### config.mk
export PLATFORM = sky130hd
export DESIGN_NAME = keyed_single_flight_dispatcher_core
export DESIGN_NICKNAME = d
export VERILOG_FILES = /design/src/hdl/kfd_pkg.sv /design/src/hdl/kfd_cfg.sv /design/src/hdl/kfd_dp.sv /design/src/hdl/kfd_ctrl.sv /design/src/hdl/keyed_single_flight_dispatcher_core.sv
export SDC_FILE = /design/constraint.sdc
export NUM_CORES = 1
export LEC_CHECK = 0
export BUFFER_PORTS_ARGS = -buffer_cell sky130_fd_sc_hd__buf_4
export CORE_MARGIN = 3
export CORE_UTILIZATION = 55
export DETAILED_ROUTE_END_ITERATION = 7
export PLACE_DENSITY = 0.84
export SYNTH_ARGS = -nofsm -noshare
export SYNTH_HDL_FRONTEND = slang
export SYNTH_HIERARCHICAL = 1
export SYNTH_SLANG_ARGS = --single-unit
export TNS_END_PERCENT = 1
### constraint.sdc
create_clock -name clk -period 12.7 [get_ports clk]
set_clock_uncertainty 0.1 [all_clocks]
set_input_delay 0.635 -clock clk [delete_from_list [all_inputs] [get_ports clk]]
set_output_delay 0.635 -clock clk [all_outputs]
set_load 0.02 [all_outputs]
### src/hdl/kfd_pkg.sv
package kfd_pkg;

    // Sizes of the job store and the session table.
    localparam int QUEUE_DEPTH      = 16;
    localparam int SESSION_COUNT    = 256;
    localparam int ACTIVE_LIMIT_MAX = 16;

    localparam int QIDX_W = $clog2(QUEUE_DEPTH);
    localparam int SLOT_W = $clog2(SESSION_COUNT);

    // Fixed field widths of the item and the result.
    localparam int CMD_W      = 2;
    localparam int SESSION_W  = 8;
    localparam int DELIVERY_W = 16;
    localparam int STATUS_W   = 3;
    localparam int COUNT_W    = 5;
    localparam int DATA_W     = 32;
    localparam int ADDR_W     = 3;

    typedef enum logic [CMD_W-1:0] {
        CMD_SUBMIT    = 2'd0,
        CMD_TRY_BEGIN = 2'd1,
        CMD_END_TURN  = 2'd2,
        CMD_PUMP      = 2'd3
    } cmd_t;

    typedef enum logic [STATUS_W-1:0] {
        ST_OK          = 3'd0,
        ST_NO_EXEC     = 3'd1,
        ST_BUSY        = 3'd2,
        ST_CAPACITY    = 3'd3,
        ST_FULL        = 3'd4,
        ST_NONE        = 3'd5,
        ST_END_IGNORED = 3'd6
    } status_t;

    // Register indexes, decoded from the word address.
    typedef enum logic {
        REG_MAX_ACTIVE   = 1'b0,
        REG_ENGINE_READY = 1'b1
    } reg_idx_t;

    typedef enum logic [1:0] {
        CS_IDLE = 2'd0,
        CS_EXEC = 2'd1,
        CS_SCAN = 2'd2,
        CS_HOLD = 2'd3
    } ctrl_state_t;

    typedef struct packed {
        logic [COUNT_W-1:0] max_active_turns;
        logic               engine_ready;
    } cfg_t;

    typedef struct packed {
        status_t               status;
        logic                  dispatched;
        logic [SESSION_W-1:0]  session;
        logic [DELIVERY_W-1:0] delivery;
        logic [COUNT_W-1:0]    pending;
        logic [COUNT_W-1:0]    active;
    } result_t;

    // Commands from the controller to the datapath.
    typedef struct packed {
        logic capture;
        logic exec;
        logic scan_step;
        logic load_live;
        logic save_res;
        logic load_saved;
    } dp_cmd_t;

    // Status from the datapath to the controller.
    typedef struct packed {
        logic quick;
        logic scan_done;
        logic clearing;
    } dp_stat_t;

endpackage

### src/hdl/kfd_cfg.sv
module kfd_cfg (
    input  logic                      clk,
    input  logic                      rst_n,
    input  logic                      psel,
    input  logic                      penable,
    input  logic                      pwrite,
    input  logic [kfd_pkg::ADDR_W-1:0] paddr,
    input  logic [kfd_pkg::DATA_W-1:0] pwdata,
    output logic [kfd_pkg::DATA_W-1:0] prdata,
    output logic                      pready,
    output kfd_pkg::cfg_t             cfg
);
    import kfd_pkg::*;

    cfg_t     cfg_reg;
    cfg_t     cfg_next;
    reg_idx_t reg_sel;
    logic     wr_en;

    assign reg_sel = reg_idx_t'(paddr[2]);
    assign wr_en   = psel && penable && pwrite;
    assign pready  = 1'b1;
    assign cfg     = cfg_reg;

    always_comb
    begin
        cfg_next = cfg_reg;
        if (wr_en)
        begin
            unique case (reg_sel)
                REG_MAX_ACTIVE:   cfg_next.max_active_turns = pwdata[COUNT_W-1:0];
                REG_ENGINE_READY: cfg_next.engine_ready     = pwdata[0];
                default:          cfg_next = cfg_reg;
            endcase
        end
    end

    always_comb
    begin
        unique case (reg_sel)
            REG_MAX_ACTIVE:   prdata = {{(DATA_W-COUNT_W){1'b0}}, cfg_reg.max_active_turns};
            REG_ENGINE_READY: prdata = {{(DATA_W-1){1'b0}}, cfg_reg.engine_ready};
            default:          prdata = '0;
        endcase
    end

    always_ff @(posedge clk or negedge rst_n)
    begin
        if (!rst_n)
        begin
            cfg_reg.max_active_turns <= COUNT_W'(1);
            cfg_reg.engine_ready     <= 1'b0;
        end
        else
        begin
            cfg_reg <= cfg_next;
        end
    end

endmodule

### src/hdl/kfd_dp.sv
module kfd_dp (
    input  logic                          clk,
    input  logic                          rst_n,
    input  kfd_pkg::cfg_t                 cfg,
    input  logic [kfd_pkg::CMD_W-1:0]     command,
    input  logic [kfd_pkg::SESSION_W-1:0] session_id,
    input  logic [kfd_pkg::DELIVERY_W-1:0] delivery_id,
    input  kfd_pkg::dp_cmd_t              cmd,
    output kfd_pkg::dp_stat_t             stat,
    output kfd_pkg::result_t              out_res
);
    import kfd_pkg::*;

    logic [SESSION_W-1:0]  q_sess_reg [QUEUE_DEPTH];
    logic [DELIVERY_W-1:0] q_dlv_reg  [QUEUE_DEPTH];
    logic                  busy_mem   [SESSION_COUNT];
    logic                  busy_rd_reg;
    logic                  clearing_reg;
    logic [SLOT_W-1:0]     clr_idx_reg;
    cmd_t                  op_reg;
    logic [SESSION_W-1:0]  sid_reg;
    logic [DELIVERY_W-1:0] dlv_reg;
    logic [COUNT_W-1:0]    fill_reg;
    logic [COUNT_W-1:0]    fill_next;
    logic [COUNT_W-1:0]    active_reg;
    logic [COUNT_W-1:0]    active_next;
    logic [QIDX_W-1:0]     scan_idx_reg;
    logic [QIDX_W-1:0]     scan_idx_next;
    result_t               out_res_reg;
    result_t               hold_res_reg;

    cmd_t                  op_in;
    logic [COUNT_W-1:0]    limit;
    logic [SESSION_W-1:0]  scan_sess;
    logic [DELIVERY_W-1:0] scan_dlv;
    logic                  scan_last;
    logic [QIDX_W-1:0]     step_idx;
    logic                  q_push;
    logic                  q_compact;
    logic                  busy_wr_en;
    logic [SLOT_W-1:0]     busy_wr_slot;
    logic                  busy_wr_val;
    logic                  rd_en;
    logic [SLOT_W-1:0]     rd_addr;
    logic                  mem_wr_en;
    logic [SLOT_W-1:0]     mem_wr_slot;
    logic                  mem_wr_val;
    result_t               res_live;

    assign op_in     = cmd_t'(command);
    assign scan_sess = q_sess_reg[scan_idx_reg];
    assign scan_dlv  = q_dlv_reg[scan_idx_reg];
    assign step_idx  = scan_idx_reg + QIDX_W'(1);
    assign scan_last = (COUNT_W'(scan_idx_reg) + COUNT_W'(1)) == fill_reg;

    // The clearing pass owns the session table's write port after reset.
    assign mem_wr_en   = clearing_reg || busy_wr_en;
    assign mem_wr_slot = clearing_reg ? clr_idx_reg : busy_wr_slot;
    assign mem_wr_val  = busy_wr_val && !clearing_reg;

    // A limit of zero acts as one; values above ACTIVE_LIMIT_MAX are clamped to it.
    always_comb
    begin
        if (cfg.max_active_turns == '0)
        begin
            limit = COUNT_W'(1);
        end
        else if (cfg.max_active_turns > COUNT_W'(ACTIVE_LIMIT_MAX))
        begin
            limit = COUNT_W'(ACTIVE_LIMIT_MAX);
        end
        else
        begin
            limit = cfg.max_active_turns;
        end
    end

    always_comb
    begin
        fill_next          = fill_reg;
        active_next        = active_reg;
        scan_idx_next      = scan_idx_reg;
        q_push             = 1'b0;
        q_compact          = 1'b0;
        busy_wr_en         = 1'b0;
        busy_wr_slot       = sid_reg[SLOT_W-1:0];
        busy_wr_val        = 1'b0;
        rd_en              = 1'b0;
        rd_addr            = session_id[SLOT_W-1:0];
        stat.quick         = 1'b1;
        stat.scan_done     = 1'b0;
        stat.clearing      = clearing_reg;
        res_live           = '0;
        res_live.status    = ST_OK;

        if (cmd.capture)
        begin
            // A pump looks up the session of the head job; the others look
            // up their own session.
            rd_en         = 1'b1;
            scan_idx_next = '0;
            if (op_in == CMD_PUMP)
            begin
                rd_addr = q_sess_reg[0][SLOT_W-1:0];
            end
        end
        else if (cmd.scan_step)
        begin
            if (!busy_rd_reg)
            begin
                q_compact           = 1'b1;
                fill_next           = fill_reg - COUNT_W'(1);
                active_next         = active_reg + COUNT_W'(1);
                busy_wr_en          = 1'b1;
                busy_wr_slot        = scan_sess[SLOT_W-1:0];
                busy_wr_val         = 1'b1;
                res_live.dispatched = 1'b1;
                res_live.session    = scan_sess;
                res_live.delivery   = scan_dlv;
                stat.scan_done      = 1'b1;
            end
            else if (scan_last)
            begin
                res_live.status = ST_NONE;
                stat.scan_done  = 1'b1;
            end
            else
            begin
                // Fetch the busy bit of the next entry while moving to it.
                scan_idx_next = step_idx;
                rd_en         = 1'b1;
                rd_addr       = q_sess_reg[step_idx][SLOT_W-1:0];
            end
        end
        else if (cmd.exec)
        begin
            case (op_reg)
                CMD_SUBMIT:
                begin
                    if (!cfg.engine_ready)
                    begin
                        res_live.status = ST_NO_EXEC;
                    end
                    else if (fill_reg >= COUNT_W'(QUEUE_DEPTH))
                    begin
                        res_live.status = ST_FULL;
                    end
                    else
                    begin
                        q_push    = 1'b1;
                        fill_next = fill_reg + COUNT_W'(1);
                    end
                end
                CMD_TRY_BEGIN:
                begin
                    if (busy_rd_reg)
                    begin
                        res_live.status = ST_BUSY;
                    end
                    else if (active_reg >= limit)
                    begin
                        res_live.status = ST_CAPACITY;
                    end
                    else
                    begin
                        busy_wr_en  = 1'b1;
                        busy_wr_val = 1'b1;
                        active_next = active_reg + COUNT_W'(1);
                    end
                end
                CMD_END_TURN:
                begin
                    if (!busy_rd_reg)
                    begin
                        res_live.status = ST_END_IGNORED;
                    end
                    else
                    begin
                        busy_wr_en = 1'b1;
                        if (active_reg != '0)
                        begin
                            active_next = active_reg - COUNT_W'(1);
                        end
                    end
                end
                default:
                begin
                    if (!cfg.engine_ready)
                    begin
                        res_live.status = ST_NO_EXEC;
                    end
                    else if ((active_reg >= limit) || (fill_reg == '0))
                    begin
                        res_live.status = ST_NONE;
                    end
                    else
                    begin
                        stat.quick = 1'b0;
                    end
                end
            endcase
        end

        res_live.pending = fill_next;
        res_live.active  = active_next;
    end

    // Job store: append at the fill point, close the gap after a dispatch.
    always_ff @(posedge clk)
    begin
        if (cmd.capture)
        begin
            op_reg  <= op_in;
            sid_reg <= session_id;
            dlv_reg <= delivery_id;
        end
        if (q_push)
        begin
            q_sess_reg[fill_reg[QIDX_W-1:0]] <= sid_reg;
            q_dlv_reg[fill_reg[QIDX_W-1:0]]  <= dlv_reg;
        end
        else if (q_compact)
        begin
            for (int k = 0; k < QUEUE_DEPTH - 1; k++)
            begin
                if (QIDX_W'(k) >= scan_idx_reg)
                begin
                    q_sess_reg[k] <= q_sess_reg[k+1];
                    q_dlv_reg[k]  <= q_dlv_reg[k+1];
                end
            end
        end
    end

    // Session table: one write and one registered read per cycle.
    always_ff @(posedge clk)
    begin
        if (mem_wr_en)
        begin
            busy_mem[mem_wr_slot] <= mem_wr_val;
        end
        if (rd_en)
        begin
            busy_rd_reg <= busy_mem[rd_addr];
        end
    end

    always_ff @(posedge clk or negedge rst_n)
    begin
        if (!rst_n)
        begin
            clearing_reg <= 1'b1;
            clr_idx_reg  <= '0;
            fill_reg     <= '0;
            active_reg   <= '0;
            scan_idx_reg <= '0;
        end
        else
        begin
            if (clearing_reg)
            begin
                clr_idx_reg <= clr_idx_reg + SLOT_W'(1);
                if (clr_idx_reg == SLOT_W'(SESSION_COUNT - 1))
                begin
                    clearing_reg <= 1'b0;
                end
            end
            fill_reg     <= fill_next;
            active_reg   <= active_next;
            scan_idx_reg <= scan_idx_next;
        end
    end

    always_ff @(posedge clk)
    begin
        if (cmd.save_res)
        begin
            hold_res_reg <= res_live;
        end
        if (cmd.load_live)
        begin
            out_res_reg <= res_live;
        end
        else if (cmd.load_saved)
        begin
            out_res_reg <= hold_res_reg;
        end
    end

    assign out_res = out_res_reg;

endmodule

### src/hdl/kfd_ctrl.sv
module kfd_ctrl (
    input  logic              clk,
    input  logic              rst_n,
    input  logic              in_valid,
    output logic              in_stall,
    output logic              out_valid,
    input  logic              out_stall,
    input  kfd_pkg::dp_stat_t stat,
    output kfd_pkg::dp_cmd_t  cmd
);
    import kfd_pkg::*;

    ctrl_state_t state_reg;
    ctrl_state_t state_next;
    logic        out_valid_reg;
    logic        out_valid_next;
    logic        accept;
    logic        out_free;
    logic        finish;

    assign accept   = (state_reg == CS_IDLE) && !stat.clearing && in_valid;
    assign out_free = !out_valid_reg || !out_stall;
    assign finish   = ((state_reg == CS_EXEC) && stat.quick) ||
                      ((state_reg == CS_SCAN) && stat.scan_done);

    always_comb
    begin
        state_next = state_reg;
        unique case (state_reg)
            CS_IDLE:
            begin
                if (accept)
                begin
                    state_next = CS_EXEC;
                end
            end
            CS_EXEC:
            begin
                if (!stat.quick)
                begin
                    state_next = CS_SCAN;
                end
                else
                begin
                    state_next = out_free ? CS_IDLE : CS_HOLD;
                end
            end
            CS_SCAN:
            begin
                if (stat.scan_done)
                begin
                    state_next = out_free ? CS_IDLE : CS_HOLD;
                end
            end
            CS_HOLD:
            begin
                if (out_free)
                begin
                    state_next = CS_IDLE;
                end
            end
            default: state_next = CS_IDLE;
        endcase
    end

    always_comb
    begin
        in_stall       = (state_reg != CS_IDLE) || stat.clearing;
        cmd.capture    = accept;
        cmd.exec       = (state_reg == CS_EXEC);
        cmd.scan_step  = (state_reg == CS_SCAN);
        cmd.load_live  = finish && out_free;
        cmd.save_res   = finish && !out_free;
        cmd.load_saved = (state_reg == CS_HOLD) && out_free;
    end

    always_comb
    begin
        out_valid_next = out_valid_reg;
        if (cmd.load_live || cmd.load_saved)
        begin
            out_valid_next = 1'b1;
        end
        else if (out_valid_reg && !out_stall)
        begin
            out_valid_next = 1'b0;
        end
    end

    always_ff @(posedge clk or negedge rst_n)
    begin
        if (!rst_n)
        begin
            state_reg     <= CS_IDLE;
            out_valid_reg <= 1'b0;
        end
        else
        begin
            state_reg     <= state_next;
            out_valid_reg <= out_valid_next;
        end
    end

    assign out_valid = out_valid_reg;

`ifndef SYNTHESIS
    // A result is parked only while the output register is occupied.
    a_hold_has_output: assert property (@(posedge clk) disable iff (!rst_n)
        (state_reg == CS_HOLD) |-> out_valid_reg)
        else $error("hold state without a pending output item");

    // The output register is never overwritten while its item is stalled.
    a_no_overwrite: assert property (@(posedge clk) disable iff (!rst_n)
        (cmd.load_live || cmd.load_saved) |-> !(out_valid_reg && out_stall))
        else $error("output item overwritten while stalled");

    // The scan stays in progress until the datapath reports its end.
    a_scan_continues: assert property (@(posedge clk) disable iff (!rst_n)
        ((state_reg == CS_SCAN) && !stat.scan_done) |=> (state_reg == CS_SCAN))
        else $error("scan left before completion");

    // A result is either delivered now or parked, never both.
    a_one_destination: assert property (@(posedge clk) disable iff (!rst_n)
        !(cmd.save_res && (cmd.load_live || cmd.load_saved)))
        else $error("result both parked and loaded");
`endif

endmodule

### src/hdl/keyed_single_flight_dispatcher_core.sv
// Keyed single-flight dispatcher. The block keeps a 16-entry queue of pending
// jobs (session number plus delivery tag), one busy bit per session and a
// count of active jobs, and answers every accepted item with exactly one
// result item. The session busy bits live in a 256-entry table with a
// registered read: the cycle in which an item is accepted looks up the busy
// bit of its session, and the next cycle acts on it. The input stalls until
// an item is through, so submit, try-begin and end-turn do not overlap with
// the next item. Pump makes its decision in the same way and then scans the
// queue, checking one queue entry against its session busy bit per cycle
// while already fetching the busy bit of the next entry, until it finds an
// idle session or reaches the end of the queue; it closes the gap in the
// queue when it dispatches. A pump that is refused outright (no executor, at
// the active limit, or an empty queue) answers without a scan. After reset
// the session table is cleared one entry per cycle, and the input stalls
// until the clearing pass is over. Results sit in an output register; when
// it is stalled, a finished result is parked in a hold register and the
// input stalls until the output drains. Configuration is written through a
// small APB port: max_active_turns at address 0 (zero acts as one, values
// above 16 act as 16) and engine_ready at address 4; both read back.
module keyed_single_flight_dispatcher_core (
    input  logic                           clk,
    input  logic                           rst_n,

    // Configuration port.
    input  logic                           psel,
    input  logic                           penable,
    input  logic                           pwrite,
    input  logic [kfd_pkg::ADDR_W-1:0]     paddr,
    input  logic [kfd_pkg::DATA_W-1:0]     pwdata,
    output logic [kfd_pkg::DATA_W-1:0]     prdata,
    output logic                           pready,

    // Command items.
    input  logic                           in_valid,
    output logic                           in_stall,
    input  logic [kfd_pkg::CMD_W-1:0]      command,
    input  logic [kfd_pkg::SESSION_W-1:0]  session_id,
    input  logic [kfd_pkg::DELIVERY_W-1:0] delivery_id,

    // Result items.
    output logic                           out_valid,
    input  logic                           out_stall,
    output logic [kfd_pkg::STATUS_W-1:0]   status,
    output logic                           dispatched,
    output logic [kfd_pkg::SESSION_W-1:0]  out_session,
    output logic [kfd_pkg::DELIVERY_W-1:0] out_delivery,
    output logic [kfd_pkg::COUNT_W-1:0]    pending_total,
    output logic [kfd_pkg::COUNT_W-1:0]    active_total
);
    import kfd_pkg::*;

    cfg_t     cfg;
    dp_cmd_t  dp_cmd;
    dp_stat_t dp_stat;
    result_t  out_res;

    // Register file for the limit and the executor flag.
    kfd_cfg u_cfg (
        .clk     (clk),
        .rst_n   (rst_n),
        .psel    (psel),
        .penable (penable),
        .pwrite  (pwrite),
        .paddr   (paddr),
        .pwdata  (pwdata),
        .prdata  (prdata),
        .pready  (pready),
        .cfg     (cfg)
    );

    // Sequencer: accepts items, steps the pump scan, routes results.
    kfd_ctrl u_ctrl (
        .clk       (clk),
        .rst_n     (rst_n),
        .in_valid  (in_valid),
        .in_stall  (in_stall),
        .out_valid (out_valid),
        .out_stall (out_stall),
        .stat      (dp_stat),
        .cmd       (dp_cmd)
    );

    // Queue, session busy table, counters and result registers.
    kfd_dp u_dp (
        .clk         (clk),
        .rst_n       (rst_n),
        .cfg         (cfg),
        .command     (command),
        .session_id  (session_id),
        .delivery_id (delivery_id),
        .cmd         (dp_cmd),
        .stat        (dp_stat),
        .out_res     (out_res)
    );

    assign status        = out_res.status;
    assign dispatched    = out_res.dispatched;
    assign out_session   = out_res.session;
    assign out_delivery  = out_res.delivery;
    assign pending_total = out_res.pending;
    assign active_total  = out_res.active;

endmodule
Word level (Yosys, flattened, before mapping)
Memory sizes are Yosys's and may differ from the RTL's. A register that Yosys moved wholly into a read port is not among the register bits. Cells that the tools add are included.

Bits in registers: 134. Bits in writable memories: 640. Bits of input ports: 68. Memories: 3.

Add/sub/neg operators: 7. Order comparisons: 18. Eq/ne operators: 12. Multiplexer cells: 162. Bitwise operators: 1. Reductions and logical operators: 38.

Memory list: u_dp.busy_mem (depth 256, bits a word 1, read ports 1, clocked after Yosys merged registers in 1, wr ports 1, line kfd_dp.sv:16) `logic busy_mem [SESSION_COUNT];`; u_dp.q_dlv_reg (depth 16, bits a word 16, read ports 16, clocked after Yosys merged registers in 0, wr ports 15, line kfd_dp.sv:15) `logic [DELIVERY_W-1:0] q_dlv_reg [QUEUE_DEPTH];`; u_dp.q_sess_reg (depth 16, bits a word 8, read ports 18, clocked after Yosys merged registers in 0, wr ports 15, line kfd_dp.sv:14) `logic [SESSION_W-1:0] q_sess_reg [QUEUE_DEPTH];`.

Operators with widths (number): 1-bit 2-to-1 mux (101); 5-bit 2-to-1 mux (17); 8-bit 2-to-1 mux (10); 38-bit 2-to-1 mux (2); 32-bit case mux with 2 select lines (1); 25-bit 2-to-1 mux (2); 3-bit 2-to-1 mux (10); 4-bit >= comparator, first input constant (7); 28-bit 2-to-1 mux (1); 4-bit 2-to-1 mux (6); 3-bit by 4-bit >= comparator with 1-bit output, first input constant (4); 16-bit 2-to-1 mux (1); 16-bit OR reduction (1); 2-bit 2-to-1 mux (7); 1-bit logical AND (11); 5-bit by 1-bit adder with 5-bit output, second input constant (2); 5-bit zero test (2); 5-bit case mux with 2 select lines (1); 2-bit nonzero test (5); 5-bit by 1-bit subtractor with 5-bit output, second input constant (2); 3-bit case mux with 3 select lines (1); 8-bit by 1-bit adder with 8-bit output, second input constant (1); 2-bit equality test, second input constant (4); 8-bit equality test, second input constant (1); other kinds (22) (38).

Logic depth before layout (Yosys ltp)
Gate-level depths: netlist (run 1).

Word-level depth: 16. Gate-level depth with buffers: 23.

Hierarchy
Netlist (run 1), hierarchy kept.

Modules (own cells, without submodules): kfd_dp (times used 1, cells an instance 2574, area an instance 37629.8 sq um); kfd_cfg (times used 1, cells an instance 49, area an instance 513.0 sq um); kfd_ctrl (times used 1, cells an instance 25, area an instance 240.2 sq um).

Least setup slack after synthesis (run 1)
Ideal clock, no wire load.

Path kind: register to register. Start point: register u_dp.active_reg[0]. End point: memory u_dp.busy_mem[0] (data pin). Setup time: 2.096 ns. Arrival: 11.881 ns. Data required time: 10.504 ns. Slack: -1.377 ns. Cell stages (with the launch flop): 12. Period minus slack after synthesis: 14.077 ns. Cells stage by stage: dfrtp_1 -> clkbuf_1 -> inv_1 -> ha_1 -> nand2b_1 -> a21o_1 -> a21o_1 -> a21o_1 -> a21o_1 -> nor3b_2 -> a21oi_1 -> nor3_1.

Word-level cells in the longest chain between the ends: 8.

RTL lines: from (decl) (line kfd_dp.sv:25) `logic [COUNT_W-1:0] active_reg;`; from (signal assigned) (line kfd_dp.sv:269) `active_reg <= active_next;`; 5-bit >= comparator (line kfd_dp.sv:160) `else if (active_reg >= limit)`; 1-bit 2-to-1 mux (line kfd_dp.sv:160); 1-bit 2-to-1 mux (line kfd_dp.sv:156) `if (busy_rd_reg)`; 1-bit 2-to-1 mux (line kfd_dp.sv:137) `case (op_reg)`; 1-bit 2-to-1 mux (line kfd_dp.sv:135) `else if (cmd.exec)`; 1-bit 2-to-1 mux (line kfd_dp.sv:107) `else if (cmd.scan_step)`; 1-bit 2-to-1 mux (line kfd_dp.sv:96) `if (cmd.capture)`; 1-bit logical AND (line kfd_dp.sv:59) `assign mem_wr_val = busy_wr_val && !clearing_reg;`; via u_dp.mem_wr_val (line kfd_dp.sv:47) `logic mem_wr_val;`; to (decl) (line kfd_dp.sv:16).

The timed path passes the listed nets, and every way through them passes these cells.

Worst setup path in the final report (run 1)
Start point: register u_dp.scan_idx_reg[0]. End point: register u_dp.busy_rd_reg, read port of u_dp.busy_mem (data pin).

Word-level cells in the longest chain between the ends: 6.

RTL lines: from (decl) (line kfd_dp.sv:27) `logic [QIDX_W-1:0] scan_idx_reg;`; from (signal assigned) (line kfd_dp.sv:270) `scan_idx_reg <= scan_idx_next;`; 4-bit by 1-bit adder with 4-bit output / 4-bit by 1-bit adder with 5-bit output (equally long branches) (line kfd_dp.sv:53, kfd_dp.sv:54); memory read 16 x 8 bit / 5-bit equality test (equally long branches); 8-bit 2-to-1 mux / 1-bit 2-to-1 mux (equally long branches) (line kfd_dp.sv:122) `else if (scan_last)`; 8-bit 2-to-1 mux / 1-bit 2-to-1 mux (equally long branches) (line kfd_dp.sv:109) `if (!busy_rd_reg)`; 8-bit 2-to-1 mux / 1-bit 2-to-1 mux (equally long branches) (line kfd_dp.sv:107); 8-bit 2-to-1 mux / 1-bit 2-to-1 mux (equally long branches) (line kfd_dp.sv:96); to (decl) (line kfd_dp.sv:17) `logic busy_rd_reg;`.

Several ways; a longest one is shown, not always the timed one. A chain may end at the register's enable or synchronous reset.

==> flow_metrics.env, run 1 <==
export IMPL_insertion_delay_ns=0.65
export IMPL_ys_seq_elements=775
export IMPL_port_buffer_count=83
export IMPL_tritoncts="built"
export IMPL_cts_hold_repair_buffers=1
export IMPL_synth_area_per_cell_um2=14.50
export IMPL_ir_worst_vdd_mv=0.1257
export IMPL_crit_path_cell_trace="buf_12, inv_1, ha_2, buf_4, mux4_2, mux2_4, o211a_4, nor2_8, buf_4, mux2i_1, mux2i_1, o22a_1, o221a_2, or4_1, a32o_1"
export IMPL_worst_endpoint_arrival_ns=7.82
export IMPL_floorplan_die_width_um=270.2
export IMPL_reg2reg_from="u_dp/scan_idx_reg[0]$_DFFE_PN0P_"
export IMPL_grt_ovfl_total=0
export IMPL_cts_post_setup_buffers_inserted=0
export IMPL_route_detailed_drc=0
export IMPL_max_cap_viol_count=0
export IMPL_slew_headroom=0.1545
export IMPL_share_clk_of_total_power=0.263
export IMPL_routed_wire_length_per_instance_um=27.23
export IMPL_cts_root_buf="sky130_fd_sc_hd__clkbuf_16"
export IMPL_synthesis_area_um2=38380
export IMPL_critical_path_class="reg -> reg"
export IMPL_hpwlAfterDp_um=57490
export IMPL_clock_tree_htree_level_count=3
export IMPL_ff2ff_setup_slack_ns=5.15
export IMPL_postRouteAntennaNets=0
export IMPL_comb_power_share=0.327
export IMPL_clk_path_buf_depth=3
export IMPL_p_leak_nw=14.05
export IMPL_critPathLaunchType="flop"
export IMPL_finalCriticalPeriod_ns=7.546
export IMPL_viasPerCell=6.698
export IMPL_dr_pass1_iters=6
export IMPL_yosysMostFrequentCell="sky130_fd_sc_hd__edfxtp_1"
export IMPL_place_gp_congestion=0.8946
export IMPL_grt_setup_unrepaired="false"
export IMPL_height_of_the_chip_um=270.2
export IMPL_hold_path_startpoint="delivery_id[10]"
export IMPL_areaGrowthSynthToFinish_pct=10.45
export IMPL_final_layout_size_suffix_gt1_frac=0.3206
export IMPL_number_of_unique_standard_cell_types_used_by_synthesis=89
export IMPL_cts_inserted_buffers=81
export IMPL_p_seq_frac=0.410
export IMPL_core_um2=68830
export IMPL_synth_seq_area_share=0.6022
export IMPL_design_die_area_um2=72990
export IMPL_p_sw_mw=3.057
export IMPL_pwr_density_cell_nw_per_um2=213.8
export IMPL_cts_num_sinks=775
export IMPL_synth_warnings=6
export IMPL_required_ns=12.97
export IMPL_min_delay_worst_endpoint="u_dp/dlv_reg[10]$_DFFE_PP_"
export IMPL_ys_flop_type="sky130_fd_sc_hd__edfxtp_1"
export IMPL_internal_power_mw=6.004
export IMPL_setup_tns_ns=0
export IMPL_grt_start_max_net_pins=150
export IMPL_dp_worst_setup_slack_ns=5.089
export IMPL_grt_use_total=0.2692
export IMPL_r2r_cells=15
export IMPL_setup_worst_path_end_class="flop"
export IMPL_achievable_frequency_mhz=132.5
export IMPL_postLayoutSetupSlackWorst_ns=5.154
export IMPL_synth_top_cell_area_share=0.5813
export IMPL_dr_total_vias=24530
export IMPL_finalMaxSlewViolations=0
export IMPL_synth_edf_count=743
export IMPL_post_synth_top_area_cell="sky130_fd_sc_hd__edfxtp_1"
export IMPL_cp_slowest_cell="sky130_fd_sc_hd__buf_4"
export IMPL_asyncSetResetFlopFracSynth=0.04129
export IMPL_worstMarginPinSlew_ns=1.268
export IMPL_totalWireLength_um=99730
export IMPL_setup_violations=0
export IMPL_worst_r2r_endpoint="u_dp/busy_rd_reg$_DFFE_PP_"
export IMPL_first_global_vias=24880
export IMPL_drt_iter0_drc=3313
export IMPL_final_hold_violation_count=0
export IMPL_timing_final_crit_share=0.5942
export IMPL_row_count=96
export IMPL_switching_share=0.3374
export IMPL_crit_path_max_incr_delay_ns=0.92
export IMPL_fin_nets=2749
export IMPL_io_pins=141
export IMPL_synth_area_leaders="sky130_fd_sc_hd__edfxtp_1 58%, sky130_fd_sc_hd__mux2_2 12%, sky130_fd_sc_hd__mux4_2 8.9%"
export IMPL_run_status="complete, no violations"
export IMPL_timing_critical_path_fanout_max=126
export IMPL_post_cts_resize_count=0
export IMPL_hold_path_depth=1
export IMPL_finalCoreUtilization=0.6160
export IMPL_grt_first_pass_wirelength_um=149900
export IMPL_hold_path_class="in -> reg"
export IMPL_antenna_violations_before_repair=3
export IMPL_synth_commonest_cells="743 x sky130_fd_sc_hd__edfxtp_1, 418 x sky130_fd_sc_hd__mux2_2, 310 x sky130_fd_sc_hd__nor2_1"
export IMPL_clk_pin_slew_ns=0.07
export IMPL_post_synth_inst_count=2648
export IMPL_floorplan_initialDensity=0.5577
==> through the flow <==
| stage | cells | area, µm² | hold WS (ns) | power, mW |
|---|---|---|---|---|
| 6_report | 3662 | 42390 | 0.06894 | 9.062 |
| 5_1_grt | 3662 | 42390 | 0.03932 | 9.374 |
| 4_1_cts | 3660 | 42390 | 0.03767 | 9.028 |
| 3_5_place_dp | 3509 | 39700 | 0.3972 | 6.640 |
| 3_3_place_gp | 3509 | 39700 | 0.3693 | 6.503 |
| 2_1_floorplan | 2674 | 38490 | 0.2394 | 5.725 |
==> cells by family after synthesis <==
| family | share of synthesized area |
|---|---|
| simple gates | 0.07859 |
| buf+inv | 0.02914 |
| other cells | 0.0001957 |
| xor+xnor | 0.005640 |
| fa+ha+maj | 0.006194 |
| flops | 0.6022 |
| compound gates | 0.04261 |
| mux | 0.2354 |
==> area by class of cell <==
| type | instances | area [µm²] |
|---|---|---|
| fill | 4832 | 26430 |
| clock buffer | 91 | 2096 |
| multi-input combinational | 1660 | 14400 |
| sequential | 775 | 23120 |
| clock inverter | 59 | 580.6 |
| timing repair buffer | 124 | 945.9 |
| inverter | 20 | 75.07 |
| antenna | 2 | 5.005 |
| tap | 931 | 1165 |
==> power groups by stage <==
stage / logic, mW / registers (mW) / clock network [mW]
floorplan: 2.05 / 3.67 / 0
global placement: 2.79 / 3.71 / 0
detailed placement: 2.89 / 3.75 / 0
CTS: 2.92 / 3.71 / 2.41
global route: 3.11 / 3.76 / 2.51
finish: 2.96 / 3.72 / 2.38
==> layout by cell type (no fill, tap or decap), types with 25 or more instances in the layout <==
master	synthesis	layout
sky130_fd_sc_hd__a21oi_1	61	59
sky130_fd_sc_hd__clkinv_1	2	25
sky130_fd_sc_hd__dfrtp_1	30	26
sky130_fd_sc_hd__clkbuf_16	0	82
sky130_fd_sc_hd__nor2_1	310	309
sky130_fd_sc_hd__buf_4	34	122
sky130_fd_sc_hd__nand2_1	219	206
sky130_fd_sc_hd__conb_1	2	28
sky130_fd_sc_hd__edfxtp_1	743	743
sky130_fd_sc_hd__nand3_1	55	55
sky130_fd_sc_hd__mux2_2	418	418
sky130_fd_sc_hd__mux2i_1	89	89
sky130_fd_sc_hd__nor2b_1	35	35
sky130_fd_sc_hd__o21ai_0	30	29
sky130_fd_sc_hd__mux4_2	152	152
==> layer usage <==
metal	share of wire	global-route usage
met1	0.36	0.3512
met2	0.48	0.4349
met3	0.12	0.06272
met4	0.045	0.1187
met5	0	0
==> worst max-delay path, delay by kind of cell (launching register included) <==
family                   cells  cell delay (ns)
buffers and inverters        4             2.53
AO/OA/AOI/OAI                4             1.09
adder cells (fa/ha/maj)      1             0.57
multiplexers                 4             1.25
flip-flops                   1             0.42
AND/OR/NAND/NOR              2             1.23
==> how the worst max path moves through the flow <==
stage,start,to,slack [ns],cells after the start
3_5_place_dp,u_dp/scan_idx_reg[0]$_DFFE_PN0P_,u_dp/busy_rd_reg$_DFFE_PP_,5.09,15
6_report,u_dp/scan_idx_reg[0]$_DFFE_PN0P_,u_dp/busy_rd_reg$_DFFE_PP_,5.15,15
5_1_grt,u_dp/scan_idx_reg[0]$_DFFE_PN0P_,u_dp/busy_rd_reg$_DFFE_PP_,4.77,15
3_3_place_gp,u_dp/scan_idx_reg[0]$_DFFE_PN0P_,u_dp/busy_rd_reg$_DFFE_PP_,5.15,15
2_1_floorplan,u_dp/active_reg[0]$_DFF_PN0_,u_dp/busy_mem[0]$_DFFE_PP_,3.59,11
4_1_cts,u_dp/scan_idx_reg[0]$_DFFE_PN0P_,u_dp/busy_rd_reg$_DFFE_PP_,5.08,15
(Power assumes the default switching activity.)
==> run 2: changes to the inputs <==
PLACE_DENSITY = 0.81   (was 0.84)
clock period = 7.75 ns   (was 12.7 ns; I/O delays follow)
==> flow_metrics.env, run 2 (same netlist as run 1, synthesis figures left out) <==
export IMPL_worstMarginPinSlew_ns=1.086
export IMPL_crit_path_max_incr_delay_ns=0.99
export IMPL_cts_root_buf="sky130_fd_sc_hd__clkbuf_16"
export IMPL_totalWireLength_um=100400
export IMPL_area_occupied_by_multi_input_gates_um2=14390
export IMPL_mostFrequentLayoutCells="743 x sky130_fd_sc_hd__edfxtp_1, 418 x sky130_fd_sc_hd__mux2_2, 309 x sky130_fd_sc_hd__nor2_1, 213 x sky130_fd_sc_hd__nand2_1, 152 x sky130_fd_sc_hd__mux4_2"
export IMPL_clk_pin_slew_ns=0.06
export IMPL_timing_critical_path_fanout_max=51
export IMPL_switching_share=0.3352
export IMPL_hpwlAfterDp_um=58550
export IMPL_row_count=96
export IMPL_global_route_met1_utilization=0.3634
export IMPL_first_global_vias=24780
export IMPL_slew_headroom=0.2758
export IMPL_r2r_cells=13
export IMPL_fin_nets=2791
export IMPL_postRouteAntennaNets=0
export IMPL_critical_path_class="reg -> reg"
export IMPL_areaGrowthSynthToFinish_pct=11.41
export IMPL_critPathLaunchType="flop"
export IMPL_max_cap_viol_count=0
export IMPL_height_of_the_chip_um=270.2
export IMPL_ir_worst_vdd_mv=0.2392
export IMPL_p_leak_nw=14.24
export IMPL_post_place_cells=3518
export IMPL_grt_util_met3=0.06023
export IMPL_routed_wire_length_per_instance_um=27.09
export IMPL_run_status="complete, no violations"
export IMPL_crit_path_cell_trace="inv_1, ha_2, buf_4, mux4_2, mux2_2, nor2_1, o31a_1, nand2_1, o221ai_1, o21ai_0, and3_1, a2111oi_2, a32o_1"
export IMPL_pwr_density_cell_nw_per_um2=348.5
export IMPL_setup_worst_path_end_class="flop"
export IMPL_setup_violations=0
export IMPL_grt_first_pass_wirelength_um=151200
export IMPL_core_um2=68830
export IMPL_final_common_cell="sky130_fd_sc_hd__edfxtp_1"
export IMPL_drt_iter0_drc=3494
export IMPL_internal_power_mw=9.909
export IMPL_finalCriticalPeriod_ns=6.392
export IMPL_cts_inserted_buffers=82
export IMPL_design_die_area_um2=72990
export IMPL_ff2ff_setup_slack_ns=1.36
export IMPL_required_ns=8.10
export IMPL_clk_path_buf_depth=3
export IMPL_min_delay_worst_endpoint="u_cfg/cfg[0]$_DFFE_PN0P_"
export IMPL_setup_tns_ns=0
export IMPL_insertion_delay_ns=0.63
export IMPL_floorplan_die_width_um=270.2
export IMPL_dr_pass1_iters=8
export IMPL_p_sw_mw=4.996
export IMPL_clock_tree_htree_level_count=3
export IMPL_grtUsageMet2=0.4312
export IMPL_hold_path_startpoint="penable"
export IMPL_seqCellArea_um2=23120
export IMPL_floorplan_initialDensity=0.5577
export IMPL_io_pins=141
export IMPL_share_clk_of_total_power=0.263
export IMPL_comb_power_share=0.327
export IMPL_cts_num_sinks=775
export IMPL_achievable_frequency_mhz=156.4
export IMPL_dr_total_vias=24540
export IMPL_grt_ovfl_total=0
export IMPL_port_buffer_count=83
export IMPL_hold_path_class="in -> reg"
export IMPL_final_antenna_diode_count=0
export IMPL_route_detailed_drc=0
export IMPL_layout_cells_non_filler=3704
export IMPL_grt_use_total=0.2708
export IMPL_postLayoutSetupSlackWorst_ns=1.358
export IMPL_finalMaxSlewViolations=0
export IMPL_viasPerCell=6.624
export IMPL_cp_slowest_cell="sky130_fd_sc_hd__dfrtp_4"
export IMPL_grt_setup_unrepaired="false"
export IMPL_p_seq_frac=0.410
export IMPL_grt_start_max_net_pins=257
export IMPL_final_layout_size_suffix_gt1_frac=0.3148
export IMPL_dp_worst_setup_slack_ns=1.516
export IMPL_place_gp_congestion=0.8985
export IMPL_timing_final_crit_share=0.8248
export IMPL_final_hold_violation_count=0
export IMPL_reg2reg_from="u_dp/scan_idx_reg[1]$_DFFE_PN0P_"
export IMPL_final_area_um2=42760
export IMPL_top_usage_layer="met2"
export IMPL_antenna_violations_before_repair=0
export IMPL_hold_path_depth=3
export IMPL_design_power_total_mw=14.90
export IMPL_tritoncts="built"
export IMPL_worst_r2r_endpoint="u_dp/busy_rd_reg$_DFFE_PP_"
export IMPL_num_fill_cells=4805
export IMPL_place_area_um2=39760
export IMPL_worst_endpoint_arrival_ns=6.74
run 2: cell types whose count changed in the layout (fill, tap and decap cells not counted), sizes merged:
cell / change
buf: +9
clkbuf: +14
clkinv: -11
clkinvlp: -1
diode: -2
dlygate4sd3: +32
inv: +1
run 2: final cells by class:
| type | count | area share |
|---|---|---|
| multi-input cells | 1660 | 0.3364 |
| inverters | 20 | 0.001756 |
| clock inverters | 48 | 0.01115 |
| well taps | 931 | 0.02724 |
| flip-flops and latches | 775 | 0.5408 |
| clock buffers | 105 | 0.05147 |
| repair buffers | 165 | 0.03119 |
run 2: worst max-delay path: cells and delay by family (launching register included):
family | cells | cell delay (ns)
buf+inv | 2 | 0.70
fa+ha+maj | 1 | 0.70
compound gates | 5 | 1.93
simple gates | 3 | 0.89
flops | 1 | 0.99
mux | 2 | 0.84
run 2: stage by stage:
stage | utilization | hold WS [ns]
6_report | 0.6213 | 0.06418
5_1_grt | 0.6213 | 0.05203
4_1_cts | 0.6213 | 0.02431
3_5_place_dp | 0.5776 | 0.2668
3_3_place_gp | 0.5776 | 0.2643
2_1_floorplan | - | -0.008091
run 2: worst max path at each step:
stage | startpoint | to | slack (ns) | depth (start not counted)
2_1_floorplan | u_dp/active_reg[0]$_DFF_PN0_ | u_dp/busy_mem[0]$_DFFE_PP_ | 1.15 | 11
6_report | u_dp/scan_idx_reg[1]$_DFFE_PN0P_ | u_dp/busy_rd_reg$_DFFE_PP_ | 1.36 | 13
3_3_place_gp | u_dp/scan_idx_reg[1]$_DFFE_PN0P_ | u_dp/busy_rd_reg$_DFFE_PP_ | 1.59 | 14
3_5_place_dp | u_dp/scan_idx_reg[1]$_DFFE_PN0P_ | u_dp/busy_rd_reg$_DFFE_PP_ | 1.52 | 13
4_1_cts | u_dp/scan_idx_reg[1]$_DFFE_PN0P_ | u_dp/busy_rd_reg$_DFFE_PP_ | 1.45 | 13
5_1_grt | u_dp/scan_idx_reg[1]$_DFFE_PN0P_ | u_dp/busy_rd_reg$_DFFE_PP_ | 1.18 | 13
run 2: repair_timing:
action / 4_1_cts / 5_1_grt
buffers inserted: 0 / 0
resized for setup: 0 / 0
hold buffers: 33 / 0
hold endpoints to repair: 66 / 0
setup endpoints to repair: 0 / 0
run 2: power groups by stage:
stage	sequential [mW]	combinational (mW)	clock, mW
after floorplan	6.01	3.36	0
after global placement	6.11	4.60	0
after detailed placement	6.17	4.75	0
after CTS	6.09	4.80	3.97
after global routing	6.17	5.13	4.12
final	6.11	4.88	3.92
run 2: routing by layer:
layer	vias up	wire length [µm]
met5	-	0
met2	1649	47350
met4	0	4265
met1	12390	37690
met3	302	11050
li1	10190	-
